===== config.mk =====
export PLATFORM = sky130hd
export DESIGN_NAME = tlru_ctrl
export DESIGN_NICKNAME = d
export VERILOG_FILES = /design/src/hw/rtl/tlru_pkg.sv /design/src/hw/rtl/tlru_ctrl.sv
export SDC_FILE = /design/constraint.sdc
export NUM_CORES = 1
export LEC_CHECK = 0
export BUFFER_PORTS_ARGS = -buffer_cell sky130_fd_sc_hd__buf_2
export CAP_MARGIN = 10
export CORE_MARGIN = 5
export CORE_UTILIZATION = 30
export CTS_CLUSTER_SIZE = 24
export DETAILED_ROUTE_END_ITERATION = 12
export PLACE_DENSITY = 0.59
export RECOVER_POWER = 25
export SYNTH_ARGS = -nofsm -noshare
export SYNTH_HDL_FRONTEND = slang
export SYNTH_SLANG_ARGS = --single-unit

===== constraint.sdc =====
create_clock -name clk -period 1.36 [get_ports clk]
set_input_delay 0.068 -clock clk [delete_from_list [all_inputs] [get_ports clk]]
set_output_delay 0.068 -clock clk [all_outputs]
set_load 0.02 [all_outputs]

===== src/hw/rtl/tlru_pkg.sv =====
// ----------------------------------------------------------------------------
// Two-level TLB package
// Request codes, controller states and the command and status groups that
// join the controller to the datapath.
// ----------------------------------------------------------------------------
package tlru_pkg;

  localparam logic [1:0] OP_READ  = 2'd0;
  localparam logic [1:0] OP_STORE = 2'd1;
  localparam logic [1:0] OP_INV   = 2'd2;
  localparam logic [1:0] OP_NONE  = 2'd3;

  typedef enum logic [3:0] {
    ST_IDLE,
    ST_LOOK,
    ST_NEW_INIT,
    ST_NEW_SCAN,
    ST_NEW_FILL,
    ST_V_INIT,
    ST_V_SCAN,
    ST_DEMOTE,
    ST_D_INIT,
    ST_D_SCAN,
    ST_D_FILL,
    ST_FILL1,
    ST_EMIT,
    ST_INV1,
    ST_INV2
  } state_t;

  typedef enum logic [1:0] {
    OUT_XLATE,
    OUT_EVICT,
    OUT_KEY
  } out_sel_t;

  typedef struct packed {
    logic     accept;
    logic     look;
    logic     scan_init;
    logic     scan_step;
    logic     scan_l2;
    logic     fill_new;
    logic     demote_key;
    logic     merge;
    logic     demote_fill;
    logic     fill_first;
    logic     inv1;
    logic     inv2;
    logic     out_load;
    out_sel_t out_sel;
    logic     out_last;
  } cmd_t;

  typedef struct packed {
    logic l1_hit;
    logic l1_dirty;
    logic l2_hit;
    logic l2_dirty;
    logic scan_last;
    logic v_valid;
    logic evict_dirty;
    logic out_free;
  } sts_t;

endpackage


===== src/hw/rtl/tlru_ctrl.sv =====
// ----------------------------------------------------------------------------
// Two-level TLB controller
// Sequences lookup, victim scans, demotion, fills and result emission.
// ----------------------------------------------------------------------------
module tlru_ctrl (
  input  logic          clk,
  input  logic          rst,
  input  logic          in_valid,
  input  logic [1:0]    op,
  output logic          in_stall,
  output tlru_pkg::cmd_t cmd,
  input  tlru_pkg::sts_t sts
);
  import tlru_pkg::*;

  state_t state;
  state_t state_next;

  always_ff @(posedge clk) begin
    if (rst) begin
      state <= ST_IDLE;
    end else begin
      state <= state_next;
    end
  end

  always_comb begin
    state_next = state;
    case (state)
      ST_IDLE: begin
        if (in_valid) begin
          if (op == OP_INV) begin
            state_next = ST_INV1;
          end else if (op == OP_READ || op == OP_STORE) begin
            state_next = ST_LOOK;
          end
        end
      end
      ST_LOOK: begin
        if (sts.l1_hit) begin
          state_next = ST_EMIT;
        end else if (sts.l2_hit) begin
          state_next = ST_V_INIT;
        end else begin
          state_next = ST_NEW_INIT;
        end
      end
      ST_NEW_INIT: state_next = ST_NEW_SCAN;
      ST_NEW_SCAN: begin
        if (sts.scan_last) begin
          state_next = ST_NEW_FILL;
        end
      end
      ST_NEW_FILL: begin
        if (!sts.evict_dirty || sts.out_free) begin
          state_next = ST_V_INIT;
        end
      end
      ST_V_INIT: state_next = ST_V_SCAN;
      ST_V_SCAN: begin
        if (sts.scan_last) begin
          state_next = ST_DEMOTE;
        end
      end
      ST_DEMOTE: begin
        if (!sts.v_valid || sts.l2_hit) begin
          state_next = ST_FILL1;
        end else begin
          state_next = ST_D_INIT;
        end
      end
      ST_D_INIT: state_next = ST_D_SCAN;
      ST_D_SCAN: begin
        if (sts.scan_last) begin
          state_next = ST_D_FILL;
        end
      end
      ST_D_FILL: begin
        if (!sts.evict_dirty || sts.out_free) begin
          state_next = ST_FILL1;
        end
      end
      ST_FILL1: state_next = ST_EMIT;
      ST_EMIT: begin
        if (sts.out_free) begin
          state_next = ST_IDLE;
        end
      end
      ST_INV1: begin
        if (!(sts.l1_hit && sts.l1_dirty) || sts.out_free) begin
          state_next = ST_INV2;
        end
      end
      ST_INV2: begin
        if (!(sts.l2_hit && sts.l2_dirty) || sts.out_free) begin
          state_next = ST_IDLE;
        end
      end
      default: state_next = ST_IDLE;
    endcase
  end

  always_comb begin
    cmd      = '0;
    in_stall = (state != ST_IDLE);
    case (state)
      ST_IDLE: cmd.accept = in_valid;
      ST_LOOK: cmd.look = 1'b1;
      ST_NEW_INIT: begin
        cmd.scan_init = 1'b1;
        cmd.scan_l2   = 1'b1;
      end
      ST_NEW_SCAN: begin
        cmd.scan_step = 1'b1;
        cmd.scan_l2   = 1'b1;
      end
      ST_NEW_FILL: begin
        if (!sts.evict_dirty || sts.out_free) begin
          cmd.fill_new = 1'b1;
          cmd.out_load = sts.evict_dirty;
          cmd.out_sel  = OUT_EVICT;
        end
      end
      ST_V_INIT: cmd.scan_init = 1'b1;
      ST_V_SCAN: cmd.scan_step = 1'b1;
      ST_DEMOTE: begin
        cmd.demote_key = 1'b1;
        cmd.merge      = sts.v_valid && sts.l2_hit;
      end
      ST_D_INIT: begin
        cmd.scan_init = 1'b1;
        cmd.scan_l2   = 1'b1;
      end
      ST_D_SCAN: begin
        cmd.scan_step = 1'b1;
        cmd.scan_l2   = 1'b1;
      end
      ST_D_FILL: begin
        if (!sts.evict_dirty || sts.out_free) begin
          cmd.demote_fill = 1'b1;
          cmd.out_load    = sts.evict_dirty;
          cmd.out_sel     = OUT_EVICT;
        end
      end
      ST_FILL1: cmd.fill_first = 1'b1;
      ST_EMIT: begin
        cmd.out_load = sts.out_free;
        cmd.out_sel  = OUT_XLATE;
        cmd.out_last = 1'b1;
      end
      ST_INV1: begin
        if (!(sts.l1_hit && sts.l1_dirty) || sts.out_free) begin
          cmd.inv1     = 1'b1;
          cmd.out_load = sts.l1_hit && sts.l1_dirty;
          cmd.out_sel  = OUT_KEY;
          cmd.out_last = !(sts.l2_hit && sts.l2_dirty);
        end
      end
      ST_INV2: begin
        if (!(sts.l2_hit && sts.l2_dirty) || sts.out_free) begin
          cmd.inv2     = 1'b1;
          cmd.out_load = sts.l2_hit && sts.l2_dirty;
          cmd.out_sel  = OUT_KEY;
          cmd.out_last = 1'b1;
        end
      end
      default: cmd = '0;
    endcase
  end

endmodule


---- After elaboration in Yosys (flattened, before gate mapping) ----
Cells that the tools add are included.
cells by class
  $add $sub $neg .......................... 0
  $mul .................................... 0
  div/mod/pow operators ................... 0
  $lt $le $gt $ge ......................... 0
  equal/unequal tests ..................... 26
  shift-type cells ........................ 0
  mux-type cells .......................... 33
  bitwise operators ....................... 0
  reduce and logical (&&, ||, !) cells .... 20
operator list
  kind                count
  $pmux 4 s15         1
  $mux 4              13
  $eq 4x4->1 const B  7
  $ne 2x2->1 const B  9
  $eq 4x3->1 const B  4
  $mux 1              12
  $pmux 3 s4          1
  $reduce_and 10->1   1
  $eq 4x2->1 const B  2
  $mux 3              2
  $reduce_or 3->1     2
  $logic_or 1x1->1    5
  $mux 5              1
  $eq 4x1->1 const B  1
  $logic_not 1->1     4
  $logic_not 4->1     1
  $mux 2              2
  $reduce_bool 4->1   1
  $reduce_or 4->1     1
  $logic_and 1x1->1   3
  $ne 3x3->1 const B  1
  $pmux 1 s3          1
  $eq 2x1->1 const B  1
  $eq 2x2->1 const B  1
  2 further kinds     2
storage, ports and cells
  flip-flop bits (word level) ............. 4
  latch bits .............................. 0
  bits in writable memories ............... 0
  ROM bits ................................ 0
  bits of input ports ..................... 13
  output and inout bits ................... 17
  logic and storage cells ................. 80
  memories kept ........................... 0

---- Logic depth before layout (Yosys ltp) ----
Gate-level depths: netlist (run 1).
  word-level depth ........................ 6
  depth in mapped cells ................... 7
  gate-level depth less buffers ........... 5

---- Worst setup path after synthesis (run 1) ----
OpenSTA, ideal clock, no wires.
  path kind ............................... reg-to-output
  start ................................... register state[1]
  end ..................................... output port cmd[0] (netlist bit)
  arrival time ............................ 1690 ps
  data required time ...................... 1292 ps
  path slack .............................. -398 ps
  stages on the path, launching flop included .. 6
  path buffers ............................ 1
  path through ............................ dfxtp_1 buf_4 nand2b_4 nor3_1 nand2_1 a22oi_1
RTL lines
  item                    line             text
  from (decl)             tlru_ctrl.sv:16  state_t state;
  from (signal assigned)  tlru_ctrl.sv:23  state <= state_next;
  to (decl)               tlru_ctrl.sv:11  output tlru_pkg::cmd_t cmd,

==> results of run 1 <==
-- worst max-delay path: cells and delay by family (launching register included) --
kind / cells / cell delay [ps]
simple gates: 1 / 40
buf+inv: 3 / 460
xor+xnor: 1 / 230
flops: 1 / 360
compound gates: 1 / 190
-- through the flow --
stage               setup slack (ps)  setup TNS (ps)  utilization
finish                          -237           -2640        0.697
global route                    -313           -4220        0.697
CTS                             -186           -1930        0.591
detailed placement              -206           -1040        0.476
global placement                -155            -847        0.476
floorplan                      -68.8            -220            -
-- path summary, 6_finish.rpt --
| check | from | endpoint | slack, ps | cells after the start |
|---|---|---|---|---|
| max | state[1] | cmd[12] | -240 | 6 |
| min | rst | state[0] | 80 | 2 |
| max reg2reg | state[3] | state[1] | -220 | 7 |
| min reg2reg | state[1] | state[1] | 860 | 4 |
-- final cells by class --
cell class              instances  area share
flip-flops and latches          4      0.0622
well taps                      28      0.0229
clock buffers                   3      0.0147
repair buffers                 74       0.409
inverters                       7      0.0221
multi-input cells              74       0.469
-- repair_timing --
action	4_1_cts	5_1_grt
cloned	0	0
gates resized for setup	53	33
hold buffers	0	0
buffers inserted	7	12
pin swaps	11	12
endpoints found under the setup margin	21	21
-- logic make-up after synthesis --
family	synth area share
compound gates	0.357
xor+xnor	0.0128
buf+inv	0.130
flops	0.117
simple gates	0.384
-- synth_stat cells (2+ instances only) --
cell / instances
inv_1: 7
nand2_1: 8
buf_2: 2
and4_1: 2
o21ai_0: 2
or2_2: 2
o2bb2ai_1: 2
nor4_1: 5
a21oi_1: 8
nor3_1: 5
nor2_1: 10
dfxtp_1: 4
buf_6: 4
-- cell usage in the layout, fill, tap and decap left out, types with 2 or more instances in the layout --
cell type	netlist	routed
dfxtp_4	0	4
nor4_4	0	4
buf_6	4	27
nor3_2	1	3
clkbuf_4	0	3
nand2_8	0	2
nand2_2	0	2
nor3_4	0	3
or2_4	0	2
nand2b_4	1	2
nor4_2	1	2
nor2_1	10	7
buf_2	2	13
and4_1	2	2
inv_1	7	4
buf_4	1	34
a21oi_1	8	8
nand2_1	8	4
inv_2	0	2
nor2_4	0	2
o21ai_1	1	2
-- power by group --
| part | total (mW) | leakage, nW | internal (mW) | switching, mW |
|---|---|---|---|---|
| registers | 0.322 | 0.0356 | 0.195 | 0.127 |
| clock network | 0.154 | 0.0138 | 0.0991 | 0.0550 |
| logic | 2.63 | 0.623 | 1.38 | 1.25 |
-- layer usage --
metal  global-route usage  vias up
met2                0.310       25
li1                     -      485
met5                    0        -
met3               0.0401        4
met4               0.0298        0
met1                0.195      474
==> reports/metrics.yaml, run 1 <==
detailed_routing:
  drcViolationCount: 0
  wl_met2_um: 1700
  drtIter0Drc: 8
  vias: 988
  postRouteAntennaNets: 0
  met1_length_um: 1180
  drt_wl_total_um: 3040
  vias_per_cell: 5.20
  routed-wl-met3_um: 126
  top_layer_used: "met4"
  first_pass_iters: 2
  wl_per_cell_um: 16.0
synthesis:
  ys_top_cells_by_area: "dfxtp_1 12%, buf_6 6.6%, a21oi_1 5.9%"
  yosysTopAreaCellShare: 0.117
  synth_area_um2: 684
  synthArstFlopShare: 0
  synth_top_cell_by_area: "dfxtp_1"
  ys_warn_count: 0
  synth_edf_count: 0
  avgSynthCellArea_um2: 7.44
  syn_nets: 105
  synth_cell_types: 44
  synthCells: 92
  yosysSeqAreaShare: 0.117
  ys_ff_latch: 4
  synth_flop_cell: "dfxtp_1"
hold_path:
  hp-class: "in2reg"
global_routing:
  track_usage: 0.167
  grt_pass1_vias: 923
  grt_pass1_wl_um: 4370
  grt_max_degree: 9
  antenna_found_initial: 0
  grt-ovfl-total: 0
cells_and_area:
  num_antenna_cells: 0
  n_fill_cell: 158
  seq_area_um2: 95.1
  regMostFlops: "state"
  fin_area_um2: 1530
  drive_gt1_frac: 0.728
  multi_input_area_um2: 717
  reg_top3: "state x4"
  fin_nets: 177
  final_cells: 190
  area_growth_pct: 123
  largest_register_ffs: 4
critical_path:
  crit_fanout: 8
  cp-end-kind: "output pin"
  path_cells: "buf_4, xnor2_1, buf_4, nor2_4, a32o_1, buf_2"
  cp.arrival_ps: 1530
  cp_slowest_stage_delay_ps: 360
  crit_path_frequent_cell: "buf_4"
  cp_slowest_cell: "dfxtp_4"
  critPathKind: "reg2out"
  required_ps: 1290
  start_kind: "flop"
sta:
  fin_crit_ps: 1600
  drv_slew: 0
  setup_viol: 20
  slew_headroom: 0.713
  rsz0062_at_grt: "true"
  max_freq_mhz: 626
  max_slew.worst_pin.slew_ps: 430
  hold-worst-slack_ps: 75.4
  layout_setup_ws_ps: -237
  finalCritPeriodShare: 1.17
  skew_ps: 4.96
  hold_viol_final: 0
power:
  total_power_mw: 3.11
  power.density_nw_per_um2: 2030
  leakage_nw: 0.673
  vdd_ir_drop_max_v: 0.00148
outcome:
  status: "finished, violations left"
  violations: "negative setup slack"
clock_network:
  ctsRootBufferMaster: "clkbuf_4"
  clk_path_buf_depth: 2
  cts_max_level: 1
  worstSkewPairLatency_ps: 240
  cts_buffers: 3
  cts_tree: "done"
  cts_sinks: 4
  clkTransAtPathRegs_ps: 40
floorplan:
  die_area_um2: 3340
  start_util: 0.312
  io_pins: 30
  core_area_um2: 2190
  fp.dieH_um: 57.8
  fp.dieW_um: 57.8
  rows: 17
placement:
  gp_congestion: 0.902
  placed_area_um2: 1040
  placed_cells: 168
  dpl.hpwl_um: 1860
  io_buffer_count: 29
flow_run:
  max-cap-violations: 0
No activity file was read; power rests on OpenSTA's default activity.
==> inputs of run 2 (changes only) <==
--- a/config.mk
+++ b/config.mk
@@ -13,6 +13,7 @@
 export DETAILED_ROUTE_END_ITERATION = 12
 export PLACE_DENSITY = 0.59
 export RECOVER_POWER = 25
+export REMOVE_ABC_BUFFERS = 1
 export SYNTH_ARGS = -nofsm -noshare
 export SYNTH_HDL_FRONTEND = slang
 export SYNTH_SLANG_ARGS = --single-unit
==> reports/metrics.yaml, run 2 (synthesis results as in run 1) <==
outcome:
  status: "finished, violations left"
  violations: "negative setup slack"
detailed_routing:
  vias_per_cell: 5.70  # +9.6%
  drtIter0Drc: 42  # +34
  drcViolationCount: 0  # unchanged
  wl_per_cell_um: 17.4  # +9.1%
  vias: 1066  # +7.9%
  drt_wl_total_um: 3260  # +7.3%
  first_pass_iters: 4  # +2
  postRouteAntennaNets: 0  # unchanged
critical_path:
  cp_slowest_stage_delay_ps: 360  # about the same
  start_kind: "flop"
  path_cells: "buf_6, and3b_1, o211a_1, buf_6, o21bai_4, and4_1, nor3_2"
  crit_path_frequent_cell: "buf_6"
  crit_fanout: 7  # -1
  cp_slowest_cell: "dfxtp_4"
  cp-end-kind: "flop"
  cp_num_buf_inv: 2  # -1
  critPathKind: "reg2reg"
  cp.arrival_ps: 1780  # +250 ps
  required_ps: 1480  # +190 ps
  crit_family: "simple AND/OR/NAND/NOR gates"
hold_path:
  hp-class: "in2reg"
clock_network:
  ctsRootBufferMaster: "clkbuf_4"
  cts_tree: "done"
  cts_sinks: 4  # unchanged
  cts_buffers: 3  # unchanged
  clk_path_buf_depth: 2  # unchanged
  clkTransAtPathRegs_ps: 30  # about the same
  worstSkewPairLatency_ps: 230  # about the same
  cts_max_level: 1  # unchanged
cells_and_area:
  num_antenna_cells: 0  # unchanged
  mostFrequentLayoutCells: "32 x buf_6, 27 x buf_4, 12 x buf_2"
  regMostFlops: "state"
  final_common_cell: "buf_6"
  fin_area_um2: 1530  # +0.25%
  area_growth_pct: 124
  n_fill_cell: 137  # -13%
  largest_register_ffs: 4  # unchanged
  reg_top3: "state x4"
  drive_gt1_frac: 0.711  # -0.0177
  fin_nets: 174  # -1.7%
  utilization: 0.699  # +0.00171
floorplan:
  io_pins: 30  # unchanged
  fp.dieH_um: 57.8  # unchanged
  start_util: 0.312  # unchanged
  rows: 17  # unchanged
  fp.dieW_um: 57.8  # unchanged
  die_area_um2: 3340  # unchanged
  core_area_um2: 2190  # unchanged
placement:
  dpl.hpwl_um: 1880  # +0.93%
  placed_area_um2: 997  # -4.3%
  io_buffer_count: 29  # unchanged
  gp_congestion: 0.888  # -1.5%
  dp_slack_ps: -283  # -77.1 ps
power:
  leakage_nw: 0.664  # -1.4%
  vdd_ir_drop_max_v: 0.00102  # -31%
  power.density_nw_per_um2: 2050  # +1.1%
global_routing:
  track_usage: 0.170  # +0.00236
  grt_pass1_wl_um: 4570  # +4.7%
  grt-ovfl-total: 0  # unchanged
  grt_pass1_vias: 1037  # +12%
  antenna_found_initial: 0  # unchanged
  grt_max_degree: 9  # unchanged
sta:
  max_freq_mhz: 601  # -4.0%
  hold_viol_final: 0  # unchanged
  slew_headroom: 0.710  # -0.00278
  layout_setup_ws_ps: -304  # -67.4 ps
  finalSetupTns_ps: -3300  # -657 ps
  max_slew.worst_pin.slew_ps: 432  # +2.69 ps
  rsz0062_at_grt: "true"
  skew_ps: 1.23  # -3.72 ps
  setup_viol: 20  # unchanged
  drv_slew: 0  # unchanged
  fin_crit_ps: 1660  # +67.4 ps
  finalCritPeriodShare: 1.22  # +0.0496
flow_run:
  max-cap-violations: 0  # unchanged
==> run 2: cell types whose count changed in the layout (fill, tap and decap cells not counted), sizes merged <==
cell	change
buf	-3
==> run 2: worst register-to-register path, stage by stage, from the launching register on <==
cell and delay (ps):
dfxtp_4 360, buf_6 130, and3b_1 170, o211a_1 250
buf_6 130, o21bai_4 200, and4_1 250, nor3_2 50
==> run 2: report_power, final <==
group	switching, mW	total, mW	leakage (nW)	internal, mW
clock network	0.0463	0.145	0.0138	0.0985
registers	0.109	0.300	0.0353	0.191
logic	1.30	2.70	0.615	1.40
==> run 2: final cells by class <==
type	count	area [um2]	share of cell area
inverter	7	28.8	0.0188
clock buffer	3	22.5	0.0147
sequential	4	92.6	0.0605
timing repair buffer	71	623	0.407
multi-input combinational	74	729	0.476
tap	28	35.0	0.0229
==> run 2: what timing repair did <==
item                                    CTS  global route
gates resized for setup                  74            24
endpoints found under the setup margin   21            21
setup buffers                            11             6
hold endpoints to repair                  0             0
hold buffers                              0             0
pin swaps                                15            12
==> run 2: final timing paths <==
check,depth (start not counted),endpoint,slack (ps),start
worst max-delay path,7,state[2],-300,state[3]
worst min-delay path,2,state[0],80,rst
worst max register to register,7,state[2],-300,state[3]
worst min register to register,2,state[1],580,state[0]
==> run 2: through the flow <==
stage	hold WS [ps]	total power [mW]	std cells
finish	78.6	3.15	187
global route	71.4	3.30	187
CTS	51.2	2.74	182
detailed placement	299	1.88	168
global placement	305	1.86	168
floorplan	133	1.14	85
==> run 2: layer usage <==
layer | global-route usage | share of wire
met5 | 0 | 0
met4 | 0.0728 | 0.042
met3 | 0.0356 | 0.068
met2 | 0.323 | 0.54
met1 | 0.176 | 0.35
