===== src/hw/rtl/tlru_pkg.sv =====
// ----------------------------------------------------------------------------
// Two-level TLB package
// Request codes, controller states and the command and status groups that
// join the controller to the datapath.
// ----------------------------------------------------------------------------
package tlru_pkg;

  localparam logic [1:0] OP_READ  = 2'd0;
  localparam logic [1:0] OP_STORE = 2'd1;
  localparam logic [1:0] OP_INV   = 2'd2;
  localparam logic [1:0] OP_NONE  = 2'd3;

  typedef enum logic [3:0] {
    ST_IDLE,
    ST_LOOK,
    ST_NEW_INIT,
    ST_NEW_SCAN,
    ST_NEW_FILL,
    ST_V_INIT,
    ST_V_SCAN,
    ST_DEMOTE,
    ST_D_INIT,
    ST_D_SCAN,
    ST_D_FILL,
    ST_FILL1,
    ST_EMIT,
    ST_INV1,
    ST_INV2
  } state_t;

  typedef enum logic [1:0] {
    OUT_XLATE,
    OUT_EVICT,
    OUT_KEY
  } out_sel_t;

  typedef struct packed {
    logic     accept;
    logic     look;
    logic     scan_init;
    logic     scan_step;
    logic     scan_l2;
    logic     fill_new;
    logic     demote_key;
    logic     merge;
    logic     demote_fill;
    logic     fill_first;
    logic     inv1;
    logic     inv2;
    logic     out_load;
    out_sel_t out_sel;
    logic     out_last;
  } cmd_t;

  typedef struct packed {
    logic l1_hit;
    logic l1_dirty;
    logic l2_hit;
    logic l2_dirty;
    logic scan_last;
    logic v_valid;
    logic evict_dirty;
    logic out_free;
  } sts_t;

endpackage


===== src/hw/rtl/tlru_dp.sv =====
// ----------------------------------------------------------------------------
// Two-level TLB datapath
// Entry arrays of both levels, access clock, match logic, LRU victim scanner
// and the output register.
// ----------------------------------------------------------------------------
module tlru_dp #(
  parameter int FIRST_ENTRIES  = 8,
  parameter int SECOND_ENTRIES = 32,
  parameter int OFFSET_BITS    = 12,
  parameter int PAGE_BITS      = 20
) (
  input  logic           clk,
  input  logic           rst,
  input  logic [1:0]     op,
  input  logic [31:0]    vaddr,
  input  logic [19:0]    page_number,
  input  logic [19:0]    walk_page,
  input  tlru_pkg::cmd_t cmd,
  output tlru_pkg::sts_t sts,
  output logic           out_valid,
  input  logic           out_stall,
  output logic           kind,
  output logic [31:0]    address,
  output logic           l1_hit,
  output logic           l2_hit,
  output logic           last
);
  import tlru_pkg::*;

  localparam int NMAX = (FIRST_ENTRIES > SECOND_ENTRIES) ? FIRST_ENTRIES : SECOND_ENTRIES;
  localparam int SW   = $clog2(NMAX);
  localparam int W1   = $clog2(FIRST_ENTRIES);
  localparam int W2   = $clog2(SECOND_ENTRIES);

  logic                   f_valid [FIRST_ENTRIES];
  logic                   f_dirty [FIRST_ENTRIES];
  logic [PAGE_BITS-1:0]   f_vpage [FIRST_ENTRIES];
  logic [PAGE_BITS-1:0]   f_ppage [FIRST_ENTRIES];
  logic [31:0]            f_stamp [FIRST_ENTRIES];
  logic                   s_valid [SECOND_ENTRIES];
  logic                   s_dirty [SECOND_ENTRIES];
  logic [PAGE_BITS-1:0]   s_vpage [SECOND_ENTRIES];
  logic [PAGE_BITS-1:0]   s_ppage [SECOND_ENTRIES];
  logic [31:0]            s_stamp [SECOND_ENTRIES];
  logic [31:0]            clock;

  logic [PAGE_BITS-1:0]   key;
  logic [OFFSET_BITS-1:0] off;
  logic                   wr;
  logic [PAGE_BITS-1:0]   walk;
  logic [PAGE_BITS-1:0]   pp;
  logic                   bd;
  logic                   h1;
  logic                   h2;
  logic [W1-1:0]          v;
  logic [W2-1:0]          k;
  logic [SW-1:0]          idx;
  logic [SW-1:0]          best;
  logic [31:0]            oldest;

  logic [PAGE_BITS+31:0]  va_wide;
  logic [PAGE_BITS+19:0]  pn_wide;
  logic [PAGE_BITS+19:0]  wp_wide;
  logic [PAGE_BITS-1:0]   va_page;
  logic [PAGE_BITS-1:0]   l2_key;
  logic [W1-1:0]          a;
  logic [W2-1:0]          b;
  logic                   m1;
  logic                   m2;
  logic                   cur_valid;
  logic [31:0]            cur_stamp;
  logic [SW-1:0]          best_next;
  logic                   scan_last;
  logic [PAGE_BITS+OFFSET_BITS+31:0] xlate_wide;
  logic [PAGE_BITS+OFFSET_BITS+31:0] evict_wide;
  logic [PAGE_BITS+31:0]  key_wide;
  logic                   out_free;

  assign va_wide = {{PAGE_BITS{1'b0}}, vaddr} >> OFFSET_BITS;
  assign va_page = va_wide[PAGE_BITS-1:0];
  assign pn_wide = {{PAGE_BITS{1'b0}}, page_number};
  assign wp_wide = {{PAGE_BITS{1'b0}}, walk_page};
  assign l2_key  = cmd.demote_key ? f_vpage[v] : key;

  always_comb begin
    m1 = 1'b0;
    a  = '0;
    for (int i = FIRST_ENTRIES - 1; i >= 0; i--) begin
      if (f_valid[i] && f_vpage[i] == key) begin
        m1 = 1'b1;
        a  = W1'(i);
      end
    end
  end

  always_comb begin
    m2 = 1'b0;
    b  = '0;
    for (int i = SECOND_ENTRIES - 1; i >= 0; i--) begin
      if (s_valid[i] && s_vpage[i] == l2_key) begin
        m2 = 1'b1;
        b  = W2'(i);
      end
    end
  end

  assign cur_valid = cmd.scan_l2 ? s_valid[idx[W2-1:0]] : f_valid[idx[W1-1:0]];
  assign cur_stamp = cmd.scan_l2 ? s_stamp[idx[W2-1:0]] : f_stamp[idx[W1-1:0]];
  assign best_next = (!cur_valid || cur_stamp < oldest) ? idx : best;
  assign scan_last = !cur_valid ||
                     (idx == (cmd.scan_l2 ? SW'(SECOND_ENTRIES - 1) : SW'(FIRST_ENTRIES - 1)));

  assign out_free = !out_valid || !out_stall;

  always_comb begin
    sts.l1_hit      = m1;
    sts.l1_dirty    = f_dirty[a];
    sts.l2_hit      = m2;
    sts.l2_dirty    = s_dirty[b];
    sts.scan_last   = scan_last;
    sts.v_valid     = f_valid[v];
    sts.evict_dirty = s_valid[k] && s_dirty[k];
    sts.out_free    = out_free;
  end

  assign xlate_wide = {32'b0, pp, off};
  assign evict_wide = {32'b0, s_ppage[k], {OFFSET_BITS{1'b0}}};
  assign key_wide   = {32'b0, key};

  always_ff @(posedge clk) begin
    if (rst) begin
      for (int i = 0; i < FIRST_ENTRIES; i++) begin
        f_valid[i] <= 1'b0;
        f_stamp[i] <= '0;
      end
      for (int i = 0; i < SECOND_ENTRIES; i++) begin
        s_valid[i] <= 1'b0;
        s_stamp[i] <= '0;
      end
      clock     <= '0;
      out_valid <= 1'b0;
    end else begin
      if (cmd.accept && (op == OP_READ || op == OP_STORE)) begin
        clock <= clock + 32'd1;
      end
      if (cmd.look) begin
        if (m1) begin
          f_stamp[a] <= clock;
        end else if (m2) begin
          s_stamp[b] <= clock;
        end
      end
      if (cmd.fill_new || cmd.demote_fill) begin
        s_valid[k] <= 1'b1;
        s_stamp[k] <= clock;
      end
      if (cmd.fill_first) begin
        f_valid[v] <= 1'b1;
        f_stamp[v] <= clock;
      end
      if (cmd.inv1 && m1) begin
        f_valid[a] <= 1'b0;
      end
      if (cmd.inv2 && m2) begin
        s_valid[b] <= 1'b0;
      end
      if (cmd.out_load) begin
        out_valid <= 1'b1;
      end else if (!out_stall) begin
        out_valid <= 1'b0;
      end
    end
  end

  always_ff @(posedge clk) begin
    if (cmd.accept) begin
      key  <= (op == OP_INV) ? pn_wide[PAGE_BITS-1:0] : va_page;
      off  <= vaddr[OFFSET_BITS-1:0];
      wr   <= (op == OP_STORE);
      walk <= wp_wide[PAGE_BITS-1:0];
    end
    if (cmd.look) begin
      h1 <= m1;
      h2 <= !m1 && m2;
      if (m1) begin
        pp <= f_ppage[a];
        if (wr) begin
          f_dirty[a] <= 1'b1;
        end
      end else if (m2) begin
        pp <= s_ppage[b];
        bd <= s_dirty[b] || wr;
        if (wr) begin
          s_dirty[b] <= 1'b1;
        end
      end else begin
        pp <= walk;
        bd <= wr;
      end
    end
    if (cmd.scan_init) begin
      idx    <= SW'(1);
      best   <= '0;
      oldest <= cmd.scan_l2 ? s_stamp[0] : f_stamp[0];
    end
    if (cmd.scan_step) begin
      idx    <= idx + SW'(1);
      best   <= best_next;
      oldest <= cur_stamp < oldest ? cur_stamp : oldest;
      if (scan_last) begin
        if (cmd.scan_l2) begin
          k <= best_next[W2-1:0];
        end else begin
          v <= best_next[W1-1:0];
        end
      end
    end
    if (cmd.fill_new) begin
      s_dirty[k] <= wr;
      s_vpage[k] <= key;
      s_ppage[k] <= pp;
    end
    if (cmd.merge && f_dirty[v]) begin
      s_dirty[b] <= 1'b1;
    end
    if (cmd.demote_fill) begin
      s_dirty[k] <= f_dirty[v];
      s_vpage[k] <= f_vpage[v];
      s_ppage[k] <= f_ppage[v];
    end
    if (cmd.fill_first) begin
      f_dirty[v] <= bd;
      f_vpage[v] <= key;
      f_ppage[v] <= pp;
    end
    if (cmd.out_load) begin
      last <= cmd.out_last;
      case (cmd.out_sel)
        OUT_XLATE: begin
          kind    <= 1'b0;
          address <= xlate_wide[31:0];
          l1_hit  <= h1;
          l2_hit  <= h2;
        end
        OUT_EVICT: begin
          kind    <= 1'b1;
          address <= evict_wide[31:0];
          l1_hit  <= 1'b0;
          l2_hit  <= 1'b0;
        end
        default: begin
          kind    <= 1'b1;
          address <= key_wide[31:0];
          l1_hit  <= 1'b0;
          l2_hit  <= 1'b0;
        end
      endcase
    end
  end

endmodule


===== config.mk =====
export PLATFORM = sky130hd
export DESIGN_NAME = tlru_dp
export DESIGN_NICKNAME = d
export VERILOG_FILES = /design/src/hw/rtl/tlru_pkg.sv /design/src/hw/rtl/tlru_dp.sv
export SDC_FILE = /design/constraint.sdc
export NUM_CORES = 2
export LEC_CHECK = 0
export ABC_AREA = 0
export BUFFER_PORTS_ARGS = -buffer_cell sky130_fd_sc_hd__buf_2
export CELL_PAD_IN_SITES_DETAIL_PLACEMENT = 0
export CELL_PAD_IN_SITES_GLOBAL_PLACEMENT = 1
export CORE_UTILIZATION = 50
export CTS_BUF_LIST = sky130_fd_sc_hd__clkbuf_2
export CTS_CLUSTER_SIZE = 40
export DETAILED_ROUTE_END_ITERATION = 6
export PLACE_DENSITY_LB_ADDON = 0.2
export REMOVE_ABC_BUFFERS = 1
export SYNTH_ARGS = -nofsm -noshare
export SYNTH_HDL_FRONTEND = slang
export SYNTH_SLANG_ARGS = --single-unit

===== constraint.sdc =====
create_clock -name clk -period 6.6 [get_ports clk]
set_input_delay 0.33 -clock clk [delete_from_list [all_inputs] [get_ports clk]]
set_output_delay 0.33 -clock clk [all_outputs]
set_load 0.005 [all_outputs]

# == Yosys cells after proc, flatten, opt, wreduce, memory -nomap -nowiden ==
# Memory sizes are Yosys's and may differ from the RTL's. A register that Yosys moved wholly into a read port is not among the register bits.
# Index checks and enable logic that the tools add are counted.
# totals
ramBits,2960
latchBits,0
inputBits,93
elab_cells,338
romBits,0
regBits,195
mem_count,10
out_inout_bits,45
# classes
n_reduce_logical,71
order_cmp,1
shifts,0
n_div,0
n_mul,0
n_eq_ne,47
bitwise,9
muxes,178
n_addsub,2
# memory_table
memory,words,word_bits,rd,rd_clocked_by_memory_dff,wr,line,source
s_stamp,32,32,2,1,32,tlru_dp.sv:44,logic [31:0] s_stamp [SECOND_ENTRIES];
s_ppage,32,20,2,1,1,tlru_dp.sv:43,logic [PAGE_BITS-1:0] s_ppage [SECOND_ENTRIES];
s_vpage,32,20,32,0,1,tlru_dp.sv:42,logic [PAGE_BITS-1:0] s_vpage [SECOND_ENTRIES];
f_stamp,8,32,2,1,8,tlru_dp.sv:39,logic [31:0] f_stamp [FIRST_ENTRIES];
f_ppage,8,20,2,1,1,tlru_dp.sv:38,logic [PAGE_BITS-1:0] f_ppage [FIRST_ENTRIES];
f_vpage,8,20,9,1,1,tlru_dp.sv:37,logic [PAGE_BITS-1:0] f_vpage [FIRST_ENTRIES];
+4 memories,--,--,--,--,--,--,
# op_table
op,count
$eq A20 B20 Y1,40
$mux W32,9
$mux W5,47
$reduce_or A32 Y1,4
$mux W20,6
$mux W1,97
$pmux W32 S2,1
$mux W3,18
$logic_and A1 B1 Y1,46
$add A32 B1 Y32 const B,1
$lt A32 B32 Y1,1
$eq A5 B5 Y1,2
$logic_or A1 B1 Y1,6
$reduce_and A3 Y1,2
$add A5 B1 Y5 const B,1
$eq A2 B1 Y1 const B,2
$logic_not A1 Y1,4
$logic_not A2 Y1,2
$or A1 B1 Y1,4
$reduce_and A2 Y1,2
$reduce_or A1 Y1,4
$not A1 Y1,3
$and A1 B1 Y1,2
$eq A2 B2 Y1 const B,1
other kinds (3),3

# == Logic depth before layout (Yosys ltp) ==
# logic_depth
word_depth,42
depth_mapped,27
depth_no_buf,19

# == Worst setup path before layout ==
# Ideal clock, no wire load.
# synth_path
path_kind,reg2reg
from,register with a tool-made name
to,"register best[2], data pin"
synth_period_minus_slack_ps,6628
slack_ps,-28
t_arrival_ps,6373
t_required_ps,6345
setup_time_ps,255
path_stages_with_launch,27
cell_sequence,dfxtp_1 clkbuf_1 buf_1 clkbuf_1 clkbuf_1 buf_1 buf_1 mux4_2 nor2b_1 a211oi_1 a21oi_1 ha_1 a21o_1 a21o_1 a21oi_1 nor2b_1 o21ai_0 nand2b_1 a21oi_1 nor2b_1 o31ai_1 a211oi_1 a211oi_1 or2_2 clkbuf_1 mux2_2 and2_1
# synth_rtl
item,line,source
end signal: assignment,tlru_dp.sv:208,best <= best_next;
end: declaration,tlru_dp.sv:58,logic [SW-1:0] best;

==> impl_metrics.tcl <==
set metrics [dict create \
    result_of_the_run "complete, but fails checks" \
    failing_checks "negative setup slack" \
    critical_path_required_ps 6270 \
    post_synth_adder_cell_area 0.00267 \
    netlist-cell-type-count 115 \
    layout-drive-gt1-share 0.293 \
    placeableCoreArea_sq_um 307000 \
    synth_top_family_by_area "multiplexers" \
    post_dp_cell_area_sq_um 169000 \
    avgRoutedWirePerCell_um 38.6 \
    clockRootBuffer "clkbuf_2" \
    synthMuxAreaShare 0.134 \
    tritoncts_clock_tree "done" \
    area_overhead_of_the_layout_relative_to_synthesis_pct 18.1 \
    synth_enable_flop_cells 3042 \
    netlist_area_sq_um 154000 \
    layout.cells.most_common_list "edfxtp_1 (3,042), clkbuf_2 (1,152), buf_4 (995)" \
    floorplan.die.height_um 558 \
    post-layout-total-power_mw 46.9 \
    synth_top_cell_area_share 0.592 \
    cts_buffer_depth 4 \
    worst-path-max-fanout 17 \
    die_area_sq_um 311000 \
    detail_route.first_pass.iterations 6 \
    cell_with_the_largest_stage_delay_on_the_worst_path "or3b_4" \
    hold_class "in2reg" \
    antenna_found_initial 62 \
    grt_setup_unrepaired "yes" \
    final.setup_skew_ps 240 \
    path_clk_slew_ps 100 \
    netlist.top_cell.by_area "edfxtp_1" \
    utilization 0.595 \
    finalWeightedCongestion 1.04 \
    ratio_of_final_minimum_period_to_clock_period 1.30 \
    endpoint_kind "output pin" \
    min_period_ps 8590 \
    holdWs_ps 211 \
    final-instance-count-excl-fill 17256 \
    global_route.usage.total 0.423 \
    synth-xor-area-share 0.0436 \
    cts_num_sinks 3168 \
    synth-warning-count 0 \
    start_util 0.504 \
    fin_ws_ps -1990 \
    crit_path_cell_trace "buf_16, buf_4, mux2i_2, a22oi_1, buf_4, a31oi_4, buf_12, buf_6, xnor2_1, nor3_1, nand4_1, or3b_4, nand4_1, buf_4, o21ai_1, a31o_2, buf_4, nand2_1, buf_4, nor2_2, a22oi_1, o221ai_1, or3_4, buf_6" \
    first_global_vias 111582 \
    fmaxAchievable_mhz 116 \
    htree_num_levels 6 \
    grt_max_degree 74 \
    die_w_um 558 \
    worstPathArrival_ps 8260 \
    reg2reg_from "key[3]$_DFFE_PP_" \
    timing.setup.critical_path_class "reg2out" \
    port_buffers 137 \
    layout_commonest_cell "edfxtp_1" \
    max-cap-violations 0 \
    worst_slew_pin_slew_ps 1440 \
    filler_cell_count 24465 \
    drt-vias-per-instance 6.58 \
    max-slew-margin-rel 0.0347 \
    dp_hpwl_um 444000 \
    power_density_nw_per_um2 257 \
    async_reset_ff_frac 0 \
    nets 12643 \
    worst_ir_drop_vdd_mv 0.170 \
    yosys.area_share.simple 0.116 \
    dpl_worst_slack_ps -614 \
    startpoint_of_the_tightest_hold_check_path "vaddr[27]" \
    synth_seq_cells 3168 \
    slowest_delay_ps 510 \
    top_level_ports 138 \
    drtAntennaViolNets 0 \
    route.vias.total 113600 \
    dr.first_iter.drc_count 15856 \
    worstHoldPathCells 5 \
    reg2reg_depth 22 \
    timing.critical_path.from_type "flip-flop" \
    worst_skew_pair.late_latency_ps 2350 \
    post-route-cell-area_sq_um 182000 \
    critical-path-top-cell-by-count "buf_4" \
    slew_violations 0 \
    postRouteWirelength_um 666000 \
    setup_total_negative_slack_ps -3470 \
    synth_compound_area_frac 0.0695 \
    final-hold-violation-count 0 \
    grt_first_pass_wirelength_um 900000 \
    row_count 203 \
    cts_buffers 811 \
    syn-mean-instance-area_sq_um 14.3 \
    number_of_design_rule_violations_left_after_detail_routing 0 \
    synthesis.instances 10785 \
    place.detailed.instances 15351 \
    sequential_to_total_area_share_from_yosys_stat 0.608 \
    power_leakage_nw 62.5 \
    main_synth_ff_type "edfxtp_1" \
    grt_overflow 0 \
    finalSetupViolations 27 \
    synth_top_cells_by_area "edfxtp_1 (59%), mux4_2 (9.4%), mux2i_1 (3.5%), xnor2_1 (3.2%), nor2b_1 (3.1%)" \
]
==> routing by layer <==
metal,GRT usage,wire (um),share of wire,up-vias
met5,0,121,0.00018,-
met4,0.262,48900,0.073,20
met1,0.532,240000,0.36,57713
li1,-,-,-,45779
met3,0.110,75300,0.11,1962
met2,0.656,301000,0.45,8126
==> synth_stat cells, types with 62 or more instances <==
library cell	instances
clkbuf_1	484
nand4_1	119
xor2_1	206
mux2_2	62
and2_1	566
edfxtp_1	3042
a211oi_1	87
buf_2	133
nand3_1	121
o22ai_1	162
nor2_1	449
xnor2_1	562
a22o_1	81
nand2_1	353
mux2i_1	537
inv_1	90
nand2b_1	76
a21oi_1	251
nor4_1	177
mux4_2	645
nor2b_1	773
dfxtp_1	126
buf_1	101
nor3_1	185
o21ai_0	220
a22oi_1	70
==> kinds of logic after synthesis <==
family / count (synthesis)
AOI/OAI and AO/OA: 1502
muxes: 1247
and+or+nand+nor: 3159
buffers and inverters: 908
xor gates and xnor gates: 768
adders and majority gates: 33
DFF: 3168
==> critical path, delay by kind of cell, from the launching register on <==
| family | cells | cell delay [ps] |
|---|---|---|
| and+or+nand+nor | 7 | 2060 |
| AOI/OAI and AO/OA | 6 | 1120 |
| DFF | 1 | 460 |
| xor gates and xnor gates | 1 | 120 |
| muxes | 1 | 310 |
| buffers and inverters | 9 | 1790 |
==> power by group <==
part | total, mW | internal (mW) | switching (mW)
Combinational | 9.63 | 3.48 | 6.15
Sequential | 23.5 | 23.0 | 0.536
Clock | 13.8 | 5.12 | 8.63
Total | 46.9 | 31.6 | 15.3
==> cell type report <==
cell class                      instances  area [sq um]  share of cell area
Clock inverter                        273          1470             0.00807
Sequential cell                      3168         93900               0.515
Inverter                               98           379             0.00208
Multi-Input combinational cell       6709         58800               0.323
Clock buffer                         1152          5770              0.0316
Antenna cell                           27          67.6            0.000371
Tap cell                             4100          5130              0.0281
Timing Repair Buffer                 1729         16800              0.0922
==> path summary, 6_finish.rpt <==
| path | to | slack (ps) |
|---|---|---|
| hold reg to reg | l2_hit$_SDFFCE_PN0P_ | 460 |
| setup reg to reg | s_stamp[22][0]$_DFFE_PP_ | -70 |
| hold / removal | key[15]$_DFFE_PP_ | 210 |
| setup / recovery | sts[4] | -1990 |
==> flip-flops by register name (all words and copies together), names as in the netlist, 12 cells and up, named ones only <==
register  flops
oldest       32
f_stamp     256
s_stamp    1024
address      32
pp           20
clock        32
key          20
f_ppage     160
off          12
s_dirty      32
s_vpage     640
walk         20
s_valid      32
s_ppage     640
f_vpage     160
==> timing repair <==
item	in CTS	in global routing
hold endpoints to repair	5852	0
gates cloned	5	2
resized for setup	208	118
setup buffers	90	33
pin swaps	49	39
endpoints found under the setup margin	1624	72
hold buffers	325	0
Note: power is estimated with default switching activity, not from simulation.
